===== src/hw/rtl/hfcd_pkg.sv =====
// Package of the humidity frame decoder: types, constants and the CRC-8 step.
// Depends on nothing; used by the frame tracker, the scaler and the top level.
package hfcd_pkg;

    // CRC-8 with polynomial 0x31, initial value 0xFF, MSB first.
    localparam logic [7:0] CRC_INIT = 8'hFF;
    localparam logic [7:0] CRC_POLY = 8'h31;

    // Conversion constants for hundredths of a degree and of a percent.
    localparam logic [14:0] TEMP_SCALE  = 15'd17500;
    localparam logic [14:0] TEMP_OFFSET = 15'd4500;
    localparam logic [13:0] HUM_SCALE   = 14'd10000;

    // Position of a byte within the six-byte reply.
    typedef enum logic [2:0] {
        POS_T_HI  = 3'd0,
        POS_T_LO  = 3'd1,
        POS_T_CRC = 3'd2,
        POS_H_HI  = 3'd3,
        POS_H_LO  = 3'd4,
        POS_H_CRC = 3'd5
    } byte_pos_t;

    // What the frame tracker hands to the converter when a reply completes.
    typedef struct packed {
        logic        done;
        logic        good;
        logic [15:0] temp_word;
        logic [15:0] hum_word;
    } frame_result_t;

    // One byte of CRC-8, eight shift steps unrolled.
    function automatic logic [7:0] crc8_step(input logic [7:0] crc, input logic [7:0] data);
        logic [7:0] c;
        begin
            c = crc ^ data;
            for (int i = 0; i < 8; i++) begin
                if (c[7]) begin
                    c = {c[6:0], 1'b0} ^ CRC_POLY;
                end else begin
                    c = {c[6:0], 1'b0};
                end
            end
            return c;
        end
    endfunction

endpackage


===== src/hw/rtl/hfcd_frame_track.sv =====
// Byte position tracking, CRC checking and word assembly for one sensor reply.
// Depends on hfcd_pkg for the position type, the result struct and crc8_step.
module hfcd_frame_track (
    input  logic                  aclk,
    input  logic                  aresetn,
    input  logic                  accept,
    input  logic [7:0]            data_byte,
    input  logic                  frame_start,
    output hfcd_pkg::frame_result_t frame
);

    hfcd_pkg::byte_pos_t pos_reg, pos_next, pos_eff;
    logic [7:0]  check_reg, check_next;
    logic [15:0] temp_reg, temp_next;
    logic [15:0] hum_reg, hum_next;
    logic        first_good_reg, first_good_next;
    logic        done;
    logic        good;

    // A start flag forces the byte to be taken as the first of a reply.
    always_comb begin
        pos_eff = pos_reg;
        if (frame_start) begin
            pos_eff = hfcd_pkg::POS_T_HI;
        end
    end

    // Next byte position; unused codes behave as the first position.
    always_comb begin
        case (pos_eff)
            hfcd_pkg::POS_T_HI:  pos_next = hfcd_pkg::POS_T_LO;
            hfcd_pkg::POS_T_LO:  pos_next = hfcd_pkg::POS_T_CRC;
            hfcd_pkg::POS_T_CRC: pos_next = hfcd_pkg::POS_H_HI;
            hfcd_pkg::POS_H_HI:  pos_next = hfcd_pkg::POS_H_LO;
            hfcd_pkg::POS_H_LO:  pos_next = hfcd_pkg::POS_H_CRC;
            hfcd_pkg::POS_H_CRC: pos_next = hfcd_pkg::POS_T_HI;
            default:             pos_next = hfcd_pkg::POS_T_LO;
        endcase
    end

    // Running CRC, word capture and the result of the temperature check.
    always_comb begin
        check_next      = check_reg;
        temp_next       = temp_reg;
        hum_next        = hum_reg;
        first_good_next = first_good_reg;
        done            = 1'b0;
        good            = first_good_reg && (check_reg == data_byte);
        case (pos_eff)
            hfcd_pkg::POS_T_HI: begin
                check_next = hfcd_pkg::crc8_step(hfcd_pkg::CRC_INIT, data_byte);
                temp_next  = {data_byte, 8'h00};
            end
            hfcd_pkg::POS_T_LO: begin
                check_next = hfcd_pkg::crc8_step(check_reg, data_byte);
                temp_next  = {temp_reg[15:8], data_byte};
            end
            hfcd_pkg::POS_T_CRC: begin
                first_good_next = (check_reg == data_byte);
                check_next      = hfcd_pkg::CRC_INIT;
            end
            hfcd_pkg::POS_H_HI: begin
                check_next = hfcd_pkg::crc8_step(hfcd_pkg::CRC_INIT, data_byte);
                hum_next   = {data_byte, 8'h00};
            end
            hfcd_pkg::POS_H_LO: begin
                check_next = hfcd_pkg::crc8_step(check_reg, data_byte);
                hum_next   = {hum_reg[15:8], data_byte};
            end
            hfcd_pkg::POS_H_CRC: begin
                check_next = hfcd_pkg::CRC_INIT;
                done       = 1'b1;
            end
            default: begin
                check_next = hfcd_pkg::crc8_step(hfcd_pkg::CRC_INIT, data_byte);
                temp_next  = {data_byte, 8'h00};
            end
        endcase
    end

    // State registers advance only on an accepted word.
    always_ff @(posedge aclk) begin
        if (!aresetn) begin
            pos_reg        <= hfcd_pkg::POS_T_HI;
            check_reg      <= hfcd_pkg::CRC_INIT;
            temp_reg       <= 16'h0000;
            hum_reg        <= 16'h0000;
            first_good_reg <= 1'b0;
        end else if (accept) begin
            pos_reg        <= pos_next;
            check_reg      <= check_next;
            temp_reg       <= temp_next;
            hum_reg        <= hum_next;
            first_good_reg <= first_good_next;
        end
    end

    // Both words are complete by the time the last byte arrives.
    assign frame.done      = accept && done;
    assign frame.good      = good;
    assign frame.temp_word = temp_reg;
    assign frame.hum_word  = hum_reg;

endmodule


===== src/hw/rtl/hfcd_scale.sv =====
// Conversion of the raw sensor words into hundredths of a degree and a percent.
// Depends on hfcd_pkg for the scale and offset constants.
module hfcd_scale (
    input  logic [15:0]        temp_word,
    input  logic [15:0]        hum_word,
    output logic signed [14:0] temperature_centi,
    output logic [13:0]        humidity_centi
);

    logic [30:0] temp_prod;
    logic [29:0] hum_prod;
    logic [14:0] temp_floor;

    // Temperature: floor(17500 * t / 65536) - 4500, which always fits 15 bits.
    assign temp_prod  = {16'h0000, hfcd_pkg::TEMP_SCALE} * {15'h0000, temp_word};
    assign temp_floor = temp_prod[30:16];
    assign temperature_centi = signed'(temp_floor - hfcd_pkg::TEMP_OFFSET);

    // Humidity: floor(10000 * rh / 65536).
    assign hum_prod       = {16'h0000, hfcd_pkg::HUM_SCALE} * {14'h0000, hum_word};
    assign humidity_centi = hum_prod[29:16];

endmodule


===== src/hw/rtl/humidity_frame_crc_decoder.sv =====
// Sensor reply decoder: six bytes in, one status and two converted values out.
// The result is registered and appears in the cycle after the sixth byte is accepted.
// Throughput: one byte per cycle; the single result register holds s_ready low while held, frees it when taken.
// Reset: synchronous, active low; clears the byte position, CRC and result valid.
// Depends on hfcd_pkg, hfcd_frame_track and hfcd_scale.
module humidity_frame_crc_decoder (
    input  logic               aclk,
    input  logic               aresetn,
    input  logic               s_valid,
    output logic               s_ready,
    input  logic [7:0]         s_data_byte,
    input  logic               s_frame_start,
    output logic               m_valid,
    input  logic               m_ready,
    output logic               m_status,
    output logic signed [14:0] m_temperature_centi,
    output logic [13:0]        m_humidity_centi
);

    hfcd_pkg::frame_result_t frame;
    logic               accept;
    logic signed [14:0] temp_centi;
    logic [13:0]        hum_centi;
    logic               valid_reg;
    logic               status_reg;
    logic signed [14:0] temp_reg;
    logic [13:0]        hum_reg;

    // A new word is taken whenever the result register is empty or being drained.
    assign s_ready = !valid_reg || m_ready;
    assign accept  = s_valid && s_ready;

    hfcd_frame_track u_track (
        .aclk        (aclk),
        .aresetn     (aresetn),
        .accept      (accept),
        .data_byte   (s_data_byte),
        .frame_start (s_frame_start),
        .frame       (frame)
    );

    hfcd_scale u_scale (
        .temp_word         (frame.temp_word),
        .hum_word          (frame.hum_word),
        .temperature_centi (temp_centi),
        .humidity_centi    (hum_centi)
    );

    // Result valid flag.
    always_ff @(posedge aclk) begin
        if (!aresetn) begin
            valid_reg <= 1'b0;
        end else if (s_ready) begin
            valid_reg <= frame.done;
        end
    end

    // Result payload is loaded when a reply completes.
    always_ff @(posedge aclk) begin
        if (frame.done) begin
            status_reg <= !frame.good;
            temp_reg   <= temp_centi;
            hum_reg    <= hum_centi;
        end
    end

    assign m_valid             = valid_reg;
    assign m_status            = status_reg;
    assign m_temperature_centi = temp_reg;
    assign m_humidity_centi    = hum_reg;

endmodule


===== config.mk =====
export PLATFORM = sky130hd
export DESIGN_NAME = humidity_frame_crc_decoder
export DESIGN_NICKNAME = d
export VERILOG_FILES = /design/src/hw/rtl/hfcd_pkg.sv /design/src/hw/rtl/hfcd_frame_track.sv /design/src/hw/rtl/hfcd_scale.sv /design/src/hw/rtl/humidity_frame_crc_decoder.sv
export SDC_FILE = /design/constraint.sdc
export NUM_CORES = 1
export LEC_CHECK = 0
export BUFFER_PORTS_ARGS = -buffer_cell sky130_fd_sc_hd__clkbuf_2
export CAP_MARGIN = 25
export CORE_ASPECT_RATIO = 1.2
export CORE_MARGIN = 3
export CORE_UTILIZATION = 60
export CTS_CLUSTER_SIZE = 24
export DETAILED_ROUTE_END_ITERATION = 6
export PLACE_DENSITY = 0.88
export SLEW_MARGIN = 10
export SYNTH_ARGS = -nofsm -noshare
export SYNTH_HDL_FRONTEND = slang
export SYNTH_SLANG_ARGS = --single-unit

===== constraint.sdc =====
create_clock -name aclk -period 7.35 [get_ports aclk]
set_input_delay 1.47 -clock aclk [delete_from_list [all_inputs] [get_ports aclk]]
set_output_delay 1.47 -clock aclk [all_outputs]
set_load 0.01 [all_outputs]

==> results.json, run 1 <==
{
  "cpMaxStageDelayCell": "dfxtp_1",
  "synth-edff-count": 30,
  "yosys.area.top_type_share_pct": 23.0,
  "std_cell_rows": 48,
  "yosysMostFrequentCell": "inv_1",
  "synth_sequential_area_ratio_pct": 20.2,
  "drv_cap": 0,
  "combPwrFrac_pct": 32.5,
  "cp_cell_sequence": "ha_1 -> fa_1 -> ha_1 -> fa_1 -> inv_1 -> fa_1 -> inv_1 -> ha_1 -> a211oi_1 -> o21ai_1 -> a221oi_1 -> o211ai_1 -> nand2_1 -> ha_1 -> inv_1 -> a211oi_2 -> o21ai_2 -> maj3_1 -> o21ai_1 -> a31oi_1",
  "wl_um": 18200,
  "firstDrtPassIters": 5,
  "cts_resized": 0,
  "slew_headroom_pct": 41.2,
  "setup_ws_ns": 1.36,
  "clock_power_share_pct": 34.3,
  "diodes": 0,
  "required_ns": 7.45,
  "drive_gt1_share_pct": 7.68,
  "netSwitchingFraction_pct": 33.9,
  "cts_tree": "done",
  "dpl_worst_slack_ns": 1.40,
  "finalSetupViolCount": 0,
  "tightestPinTransition_ns": 0.876,
  "die-width_um": 117,
  "final_util_pct": 66.6,
  "fin_crit_sh_pct": 81.4,
  "area_delta_synth_final_pct": 7.95,
  "clkSinkCount": 75,
  "ff2ff_setup_slack_ns": 1.36,
  "pwr-share-seq_pct": 33.2,
  "grt_max_degree": 46,
  "grt_pass1_vias": 6760,
  "arrival_ns": 6.09,
  "clock-root-buffer": "clkbuf_16",
  "yosys-top-cells-area": "ha_1 (23%), fa_1 (17%), dfxtp_1 (10%)",
  "p_leak_nw": 5.11,
  "yosysWarnings": 0,
  "portBuffers": 44,
  "cts_setup_buffers": 0,
  "antenna_found_initial": 0,
  "grt_pass1_wl_um": 30800,
  "syn_area_per_cell_um2": 9.38,
  "hold_class": "register to register",
  "critPathLaunchType": "register",
  "fmax_ghz": 0.167,
  "path_class": "register to register",
  "hpwl_um": 14200,
  "ys.flop_type": "dfxtp_1",
  "grt_overflow": 0,
  "synth.cell_area_um2": 8940,
  "rr_startpoint": "u_track.temp_reg[8]",
  "critPathMaxStageDelay_ns": 0.53,
  "cp_common_cell": "ha_1",
  "multiInputGateArea_um2": 6310,
  "finalMaxSlewViolations": 0,
  "synthTopCellsByCount": "inv_1 (192), ha_1 (164), fa_1 (78)",
  "fp.dieH_um": 140,
  "cts_buffers": 9,
  "route.detailed.drc": 0,
  "fin_crit_ns": 5.99,
  "hold_path_startpoint": "u_track.first_good_reg",
  "synth_seq_cells": 75,
  "syn_inst": 953,
  "timing.critical_path.buf_inv": 3,
  "fillers": 1055,
  "clk_pin_slew_ns": 0.06,
  "seq_area_um2": 1800,
  "endpoint_kind": "register",
  "ir_drop_mv": 0.150,
  "rsz0062_at_grt": "false",
  "finalHoldViolCount": 0,
  "fin_skew_ns": 0.00347,
  "via_per_inst": 5.62,
  "startpoint": "u_track.temp_reg[8]",
  "yosys.area.top_type": "ha_1",
  "num_vias": 6686,
  "route.antenna.remaining_nets": 0,
  "clk_path_buf_depth": 2,
  "powerDensity_nw_per_um2": 147,
  "h-tree-depth": 3,
  "gp_congestion": 0.897,
  "core_um2": 14500,
  "post_drt_wl_per_cell_um": 15.3,
  "grt.total_usage_pct": 22.7,
  "synth_nets": 1208,
  "status": "finished, final reports clean",
  "start_util_pct": 61.7,
  "crit_family": "adder cells",
  "io_pins": 45,
  "ctsHoldBuffers": 0,
  "intPower_mw": 0.935,
  "final_nets": 1239,
  "clk_latency_ns": 0.35,
  "total_power_mw": 1.42,
  "place_area_um2": 9320,
  "p_switching_mw": 0.480,
  "crit_fanout": 7,
  "async_flop_share_pct": 0,
  "drt_iter0_markers": 417,
  "dieArea_um2": 16400,
  "fin_area_um2": 9650,
  "fin_setup_tns_ns": 0,
  "synth.distinct_cells": 68
}
-- worst paths after layout --
check                                               end  cells past startpoint
worst min-delay path                           m_status                      1
worst max-delay path            m_temperature_centi[14]                     20
worst max register to register  m_temperature_centi[14]                     20
worst min register to register                 m_status                      1
-- metrics by stage --
| step | std cells | hold slack, ns |
|---|---|---|
| after CTS | 1189 | 0.473 |
| after global routing | 1189 | 0.486 |
| final | 1189 | 0.466 |
| after floorplan | 953 | 0.433 |
| after global placement | 1173 | 0.454 |
| after detailed placement | 1173 | 0.445 |
-- power groups by stage --
stage          logic (mW)  registers (mW)  clock network (mW)
6_report            0.460           0.470               0.485
5_1_grt             0.516           0.472               0.510
2_1_floorplan       0.368           0.473                   0
4_1_cts             0.457           0.470               0.494
3_5_place_dp        0.452           0.479                   0
3_3_place_gp        0.436           0.478                   0
-- cell type report --
class | instances | share of cell area [%]
Timing Repair Buffer | 46 | 2.44
Tap cell | 200 | 2.59
Clock buffer | 10 | 2.59
Clock inverter | 6 | 0.791
Multi-Input combinational cell | 660 | 65.4
Sequential cell | 75 | 18.7
Inverter | 192 | 7.47
-- per-layer routing --
layer	wire (um)	part of all wire, %	global-route usage (%)
met4	508	2.8	7.97
met3	687	3.8	3.54
met2	9480	52	41.5
met5	0	0	0
met1	7530	41	27.0
-- cell usage in the layout, fill, tap and decap left out, types with 19 or more instances in the layout --
cell type and count:
xnor2_1 41, a21oi_1 27, fa_1 78, clkbuf_2 44, edfxtp_1 30, nand2_1 56, ha_1 164, inv_1 192
nor2b_1 21, nor2_1 38, o21ai_0 22, nand3_1 20, dfxtp_1 45, a21boi_0 19
-- cell families (layout without fill, tap and decap cells) --
| logic type | count (synthesis) | in the layout | synth area share (%) |
|---|---|---|---|
| flip-flops | 75 | 75 | 20.2 |
| AO/OA/AOI/OAI | 152 | 152 | 12.2 |
| adder cells (fa/ha/maj) | 243 | 243 | 40.5 |
| AND/OR/NAND/NOR | 196 | 196 | 10.9 |
| XOR/XNOR | 57 | 57 | 5.59 |
| buffers and inverters | 218 | 254 | 9.25 |
| multiplexers | 12 | 12 | 1.36 |
Power figures use the tool's default switching activity.
==> inputs of run 2 (changes only) <==
--- a/config.mk
+++ b/config.mk
@@ -5,14 +5,15 @@
 export SDC_FILE = /design/constraint.sdc
 export NUM_CORES = 1
 export LEC_CHECK = 0
+export ABC_AREA = 1
 export BUFFER_PORTS_ARGS = -buffer_cell sky130_fd_sc_hd__clkbuf_2
 export CAP_MARGIN = 25
 export CORE_ASPECT_RATIO = 1.2
 export CORE_MARGIN = 3
-export CORE_UTILIZATION = 60
+export CORE_UTILIZATION = 58
 export CTS_CLUSTER_SIZE = 24
 export DETAILED_ROUTE_END_ITERATION = 6
-export PLACE_DENSITY = 0.88
+export PLACE_DENSITY = 0.89
 export SLEW_MARGIN = 10
 export SYNTH_ARGS = -nofsm -noshare
 export SYNTH_HDL_FRONTEND = slang
==> constraint.sdc (replaced) <==
create_clock -name aclk -period 5.12 [get_ports aclk]
set_input_delay 1.024 -clock aclk [delete_from_list [all_inputs] [get_ports aclk]]
set_output_delay 1.024 -clock aclk [all_outputs]
set_load 0.01 [all_outputs]
==> results.json, run 2 <==
{
  "core_um2": 15800,
  "drt-met1-wl_um": 8440,
  "synth.cell_area_um2": 9410,
  "fin_area_um2": 10200,
  "drt_iter0_markers": 462,
  "required_ns": 5.22,
  "cpMaxStageDelayCell": "fa_1",
  "post_drt_wl_per_cell_um": 15.6,
  "fmax_ghz": 0.205,
  "synthTopCellsByCount": "inv_1 (268), nand2_1 (235), ha_1 (164)",
  "setup_ws_ns": 0.245,
  "cts_tree": "done",
  "syn_area_per_cell_um2": 8.05,
  "route.antenna.remaining_nets": 0,
  "ys.flop_type": "dfxtp_1",
  "endpoint_kind": "register",
  "grt_overflow": 0,
  "die-width_um": 122,
  "fp.dieH_um": 146,
  "reg2reg_to": "m_temperature_centi[12]",
  "path_class": "register to register",
  "num_vias": 7818,
  "yosysWarnings": 0,
  "setup.worst_path.end": "m_temperature_centi[12]",
  "dieArea_um2": 17800,
  "dpl_worst_slack_ns": 0.243,
  "tightestPinTransition_ns": 0.985,
  "arrival_ns": 4.98,
  "grt_pass1_wl_um": 37700,
  "firstDrtPassIters": 5,
  "via_per_inst": 5.49,
  "synth_seq_cells": 75,
  "grt_max_degree": 36,
  "cts_setup_buffers": 0,
  "timing.critical_path.buf_inv": 8,
  "rr_worst_depth": 26,
  "final_common_cell": "inv_1",
  "critPathLaunchType": "register",
  "ff2ff_setup_slack_ns": 0.25,
  "cp.depth": 26,
  "wl_um": 22200,
  "grt.total_usage_pct": 26.2,
  "area_delta_synth_final_pct": 8.05,
  "worst_hold_slack_ns": 0.468,
  "place_area_um2": 9830,
  "cts_resized": 0,
  "cp_common_cell": "inv_1",
  "topRoutingLayerUsed": "met4",
  "ir_drop_mv": 0.216,
  "rsz0062_at_grt": "false",
  "clk_path_buf_depth": 2,
  "finalSetupViolCount": 0,
  "diodes": 0,
  "clock-root-buffer": "clkbuf_16",
  "synth.distinct_cells": 41,
  "powerDensity_nw_per_um2": 249,
  "yosysMostFrequentCell": "inv_1",
  "startpoint": "u_track.temp_reg[12]",
  "critPathMaxStageDelay_ns": 0.52,
  "ctsHoldBuffers": 0,
  "start_util_pct": 59.7,
  "clkSinkCount": 75,
  "grt_pass1_vias": 8294,
  "gp_congestion": 1.03,
  "fin_setup_tns_ns": 0,
  "portBuffers": 44,
  "drv_cap": 0,
  "final_util_pct": 64.5,
  "synth_sequential_area_ratio_pct": 19.1,
  "h-tree-depth": 3,
  "cts_buffers": 9,
  "yosys.area.top_type_share_pct": 21.8,
  "std_cell_rows": 50,
  "met2WireLength_um": 11600,
  "final_cell_mix": "inv_1 (268), nand2_1 (234), ha_1 (163), a21oi_1 (91), fa_1 (78)",
  "finalMaxSlewViolations": 0,
  "yosys.area.top_type": "ha_1",
  "synth_nets": 1424,
  "crit_family": "adder cells",
  "antenna_found_initial": 0,
  "final_nets": 1466,
  "crit_fanout": 6,
  "wl_met3_um": 1100,
  "clk_latency_ns": 0.36,
  "drive_gt1_share_pct": 9.87,
  "slew_headroom_pct": 34.2,
  "status": "finished, final reports clean",
  "fin_skew_ns": 0.0125,
  "hpwl_um": 17700,
  "synth-edff-count": 30,
  "rr_startpoint": "u_track.temp_reg[12]",
  "clk_pin_slew_ns": 0.07,
  "yosys-top-cells-area": "ha_1 (22%), fa_1 (17%), inv_1 (11%)",
  "syn_inst": 1169,
  "route.detailed.drc": 0,
  "io_pins": 45,
  "finalHoldViolCount": 0,
  "fin_crit_ns": 4.87,
  "fin_crit_sh_pct": 95.2,
  "async_flop_share_pct": 0,
  "p_leak_nw": 5.61,
  "hold_class": "register to register"
}
-- run 2: cell count changes after synthesis, moves of 9 or more --
cell      change
a21boi_0     -19
a21oi_1      +65
and3_1        -9
clkbuf_1     -16
inv_1        +76
mux2i_1      -11
nand2_1     +179
nand2_2      +12
nand3_1      +12
nor2b_1      -21
o21a_1       -11
xnor2_1       -9
-- run 2: how the worst min path moves through the flow --
stage                      startpoint  endpoint  slack (ns)  depth (start not counted)
5_1_grt        u_track.first_good_reg  m_status        0.49                          1
6_report       u_track.first_good_reg  m_status        0.47                          1
2_1_floorplan  u_track.first_good_reg  m_status        0.44                          1
4_1_cts        u_track.first_good_reg  m_status        0.47                          1
3_5_place_dp   u_track.first_good_reg  m_status        0.47                          1
3_3_place_gp   u_track.first_good_reg  m_status        0.45                          1
-- run 2: layer usage --
layer | GRT usage, % | vias up
met4 | 12.9 | 0
met1 | 29.0 | 3697
li1 | - | 3765
met2 | 47.4 | 262
met5 | 0 | -
met3 | 4.55 | 94
-- run 2: logic make-up (layout without fill, tap and decap cells) --
kind of cell,count (synthesis),after routing,synth area share [%]
flops,75,75,19.1
simple gates,364,364,17.0
compound gates,140,140,7.92
buf+inv,291,338,11.9
fa+ha+maj,242,242,38.4
xor+xnor,57,57,5.70
-- run 2: layout make-up --
type | count | area [um^2]
flip-flops and latches | 75 | 1810
fillers | 1225 | 5590
well taps | 208 | 260
multi-input cells | 803 | 6510
clock inverters | 7 | 71.3
clock buffers | 9 | 225
inverters | 276 | 1040
repair buffers | 46 | 255
-- run 2: through the flow --
stage               cells  total power, mW
finish               1424             2.53
global route         1424             2.72
detailed placement   1407             1.86
floorplan            1169             1.62
CTS                  1423             2.51
global placement     1407             1.79
-- run 2: report_power, final --
group | switching (mW) | internal, mW | total, mW
registers | 0.0299 | 0.678 | 0.708
clock network | 0.307 | 0.343 | 0.650
logic | 0.742 | 0.433 | 1.17
total | 1.08 | 1.45 | 2.53
==> inputs of run 3 (changes only) <==
--- a/config.mk
+++ b/config.mk
@@ -10,10 +10,13 @@
 export CAP_MARGIN = 25
 export CORE_ASPECT_RATIO = 1.2
 export CORE_MARGIN = 3
-export CORE_UTILIZATION = 58
+export CORE_UTILIZATION = 59
+export CTS_BUF_LIST = sky130_fd_sc_hd__clkbuf_8
 export CTS_CLUSTER_SIZE = 24
 export DETAILED_ROUTE_END_ITERATION = 6
-export PLACE_DENSITY = 0.89
+export HOLD_SLACK_MARGIN = 0.06
+export PLACE_DENSITY = 0.9
+export REMOVE_ABC_BUFFERS = 1
 export SLEW_MARGIN = 10
 export SYNTH_ARGS = -nofsm -noshare
 export SYNTH_HDL_FRONTEND = slang
==> results.json, run 3 (same netlist as run 2, synthesis figures left out) <==
{
  "clk_path_buf_depth": 2,
  "grt_max_degree": 36,
  "io_pins": 45,
  "clkSinkCount": 75,
  "timing.critical_path.buf_inv": 6,
  "fin_setup_tns_ns": 0,
  "powerDensity_nw_per_um2": 239,
  "final_cell_mix": "inv_1 (268), nand2_1 (233), ha_1 (163), a21oi_1 (91), fa_1 (78)",
  "arrival_ns": 5.02,
  "fin_crit_ns": 4.88,
  "cts_tree": "done",
  "core_um2": 15300,
  "final_common_cell": "inv_1",
  "crit_family": "adder cells",
  "hold_class": "register to register",
  "drive_gt1_share_pct": 9.72,
  "critPathMaxStageDelay_ns": 0.52,
  "clk_pin_slew_ns": 0.09,
  "ctsHoldBuffers": 0,
  "grt_pass1_wl_um": 36000,
  "dieArea_um2": 17500,
  "required_ns": 5.26,
  "tightestPinTransition_ns": 0.965,
  "route.antenna.remaining_nets": 0,
  "num_vias": 7772,
  "start_util_pct": 61.4,
  "grt_pass1_vias": 8112,
  "hpwl_um": 17200,
  "clk_latency_ns": 0.39,
  "clock-root-buffer": "clkbuf_8",
  "slew_headroom_pct": 35.5,
  "drv_cap": 0,
  "p_leak_nw": 5.55,
  "cpMaxStageDelayCell": "fa_1",
  "cts_setup_buffers": 0,
  "portBuffers": 44,
  "rr_startpoint": "u_track.temp_reg[9]",
  "grt_overflow": 0,
  "rsz0062_at_grt": "false",
  "via_per_inst": 5.48,
  "final_nets": 1464,
  "status": "finished, final reports clean",
  "fin_area_um2": 10000,
  "firstDrtPassIters": 7,
  "h-tree-depth": 3,
  "finalMaxSlewViolations": 0,
  "route.detailed.drc": 0,
  "gp_congestion": 1.04,
  "area_delta_synth_final_pct": 6.75,
  "die-width_um": 121,
  "endpoint_kind": "register",
  "std_cell_rows": 49,
  "diodes": 0,
  "fin_crit_sh_pct": 95.3,
  "ir_drop_mv": 0.246,
  "drt_iter0_markers": 535,
  "cts_buffers": 9,
  "critPathLaunchType": "register",
  "finalSetupViolCount": 0,
  "crit_fanout": 7,
  "post_drt_wl_per_cell_um": 15.2,
  "wl_um": 21500,
  "cp_common_cell": "nand2_1",
  "fillers": 1181,
  "grt.total_usage_pct": 25.7,
  "antenna_found_initial": 0,
  "fin_skew_ns": 0.0113,
  "final_util_pct": 65.6,
  "startpoint": "u_track.temp_reg[9]",
  "path_class": "register to register",
  "hold_path_startpoint": "u_track.first_good_reg",
  "fp.dieH_um": 144,
  "fmax_ghz": 0.205,
  "finalHoldViolCount": 0,
  "place_area_um2": 9820
}
run 3: cell count changes in the layout (fill, tap and decap cells not counted), sizes merged:
cell	previous run	this run
clkinv	4	1
inv	279	281
bufinv	0	1
buf	2	0
run 3: cell type report:
cell class | instances | area [um^2] | area share (%)
clock buffer | 9 | 124 | 1.23
tap | 204 | 255 | 2.54
sequential | 75 | 1810 | 18.0
timing repair buffer | 44 | 220 | 2.19
multi-input combinational | 803 | 6510 | 64.8
inverter | 276 | 1040 | 10.3
clock inverter | 7 | 90.1 | 0.896
run 3: path summary, 6_finish.rpt:
path,depth (start not counted),to,slack (ns)
setup / recovery,26,m_temperature_centi[10],0.24
hold / removal,1,m_status,0.49
setup reg to reg,26,m_temperature_centi[10],0.24
hold reg to reg,1,m_status,0.49
run 3: report_power, final:
| part | switching, mW | internal, mW |
|---|---|---|
| Clock | 0.279 | 0.241 |
| Combinational | 0.741 | 0.433 |
| Sequential | 0.0313 | 0.678 |
| Total | 1.05 | 1.35 |
run 3: stage by stage:
step	setup slack, ns	power [mW]	hold WS (ns)	cells
after floorplan	0.629	1.60	0.437	1154
after global placement	0.414	1.79	0.457	1402
after detailed placement	0.166	1.85	0.478	1402
after CTS	0.147	2.38	0.494	1418
after global routing	0.0165	2.59	0.526	1418
final	0.241	2.40	0.493	1418
run 3: what timing repair did:
action,in CTS,in global routing
setup endpoints to repair,0,5
hold endpoints to repair,0,0
gates resized for setup,0,11
run 3: layer usage:
layer  wire length, um  track usage [%]
met5                 0                0
met4              1140             15.0
met3              1040             4.30
met2             11000             46.7
met1              8320             28.1
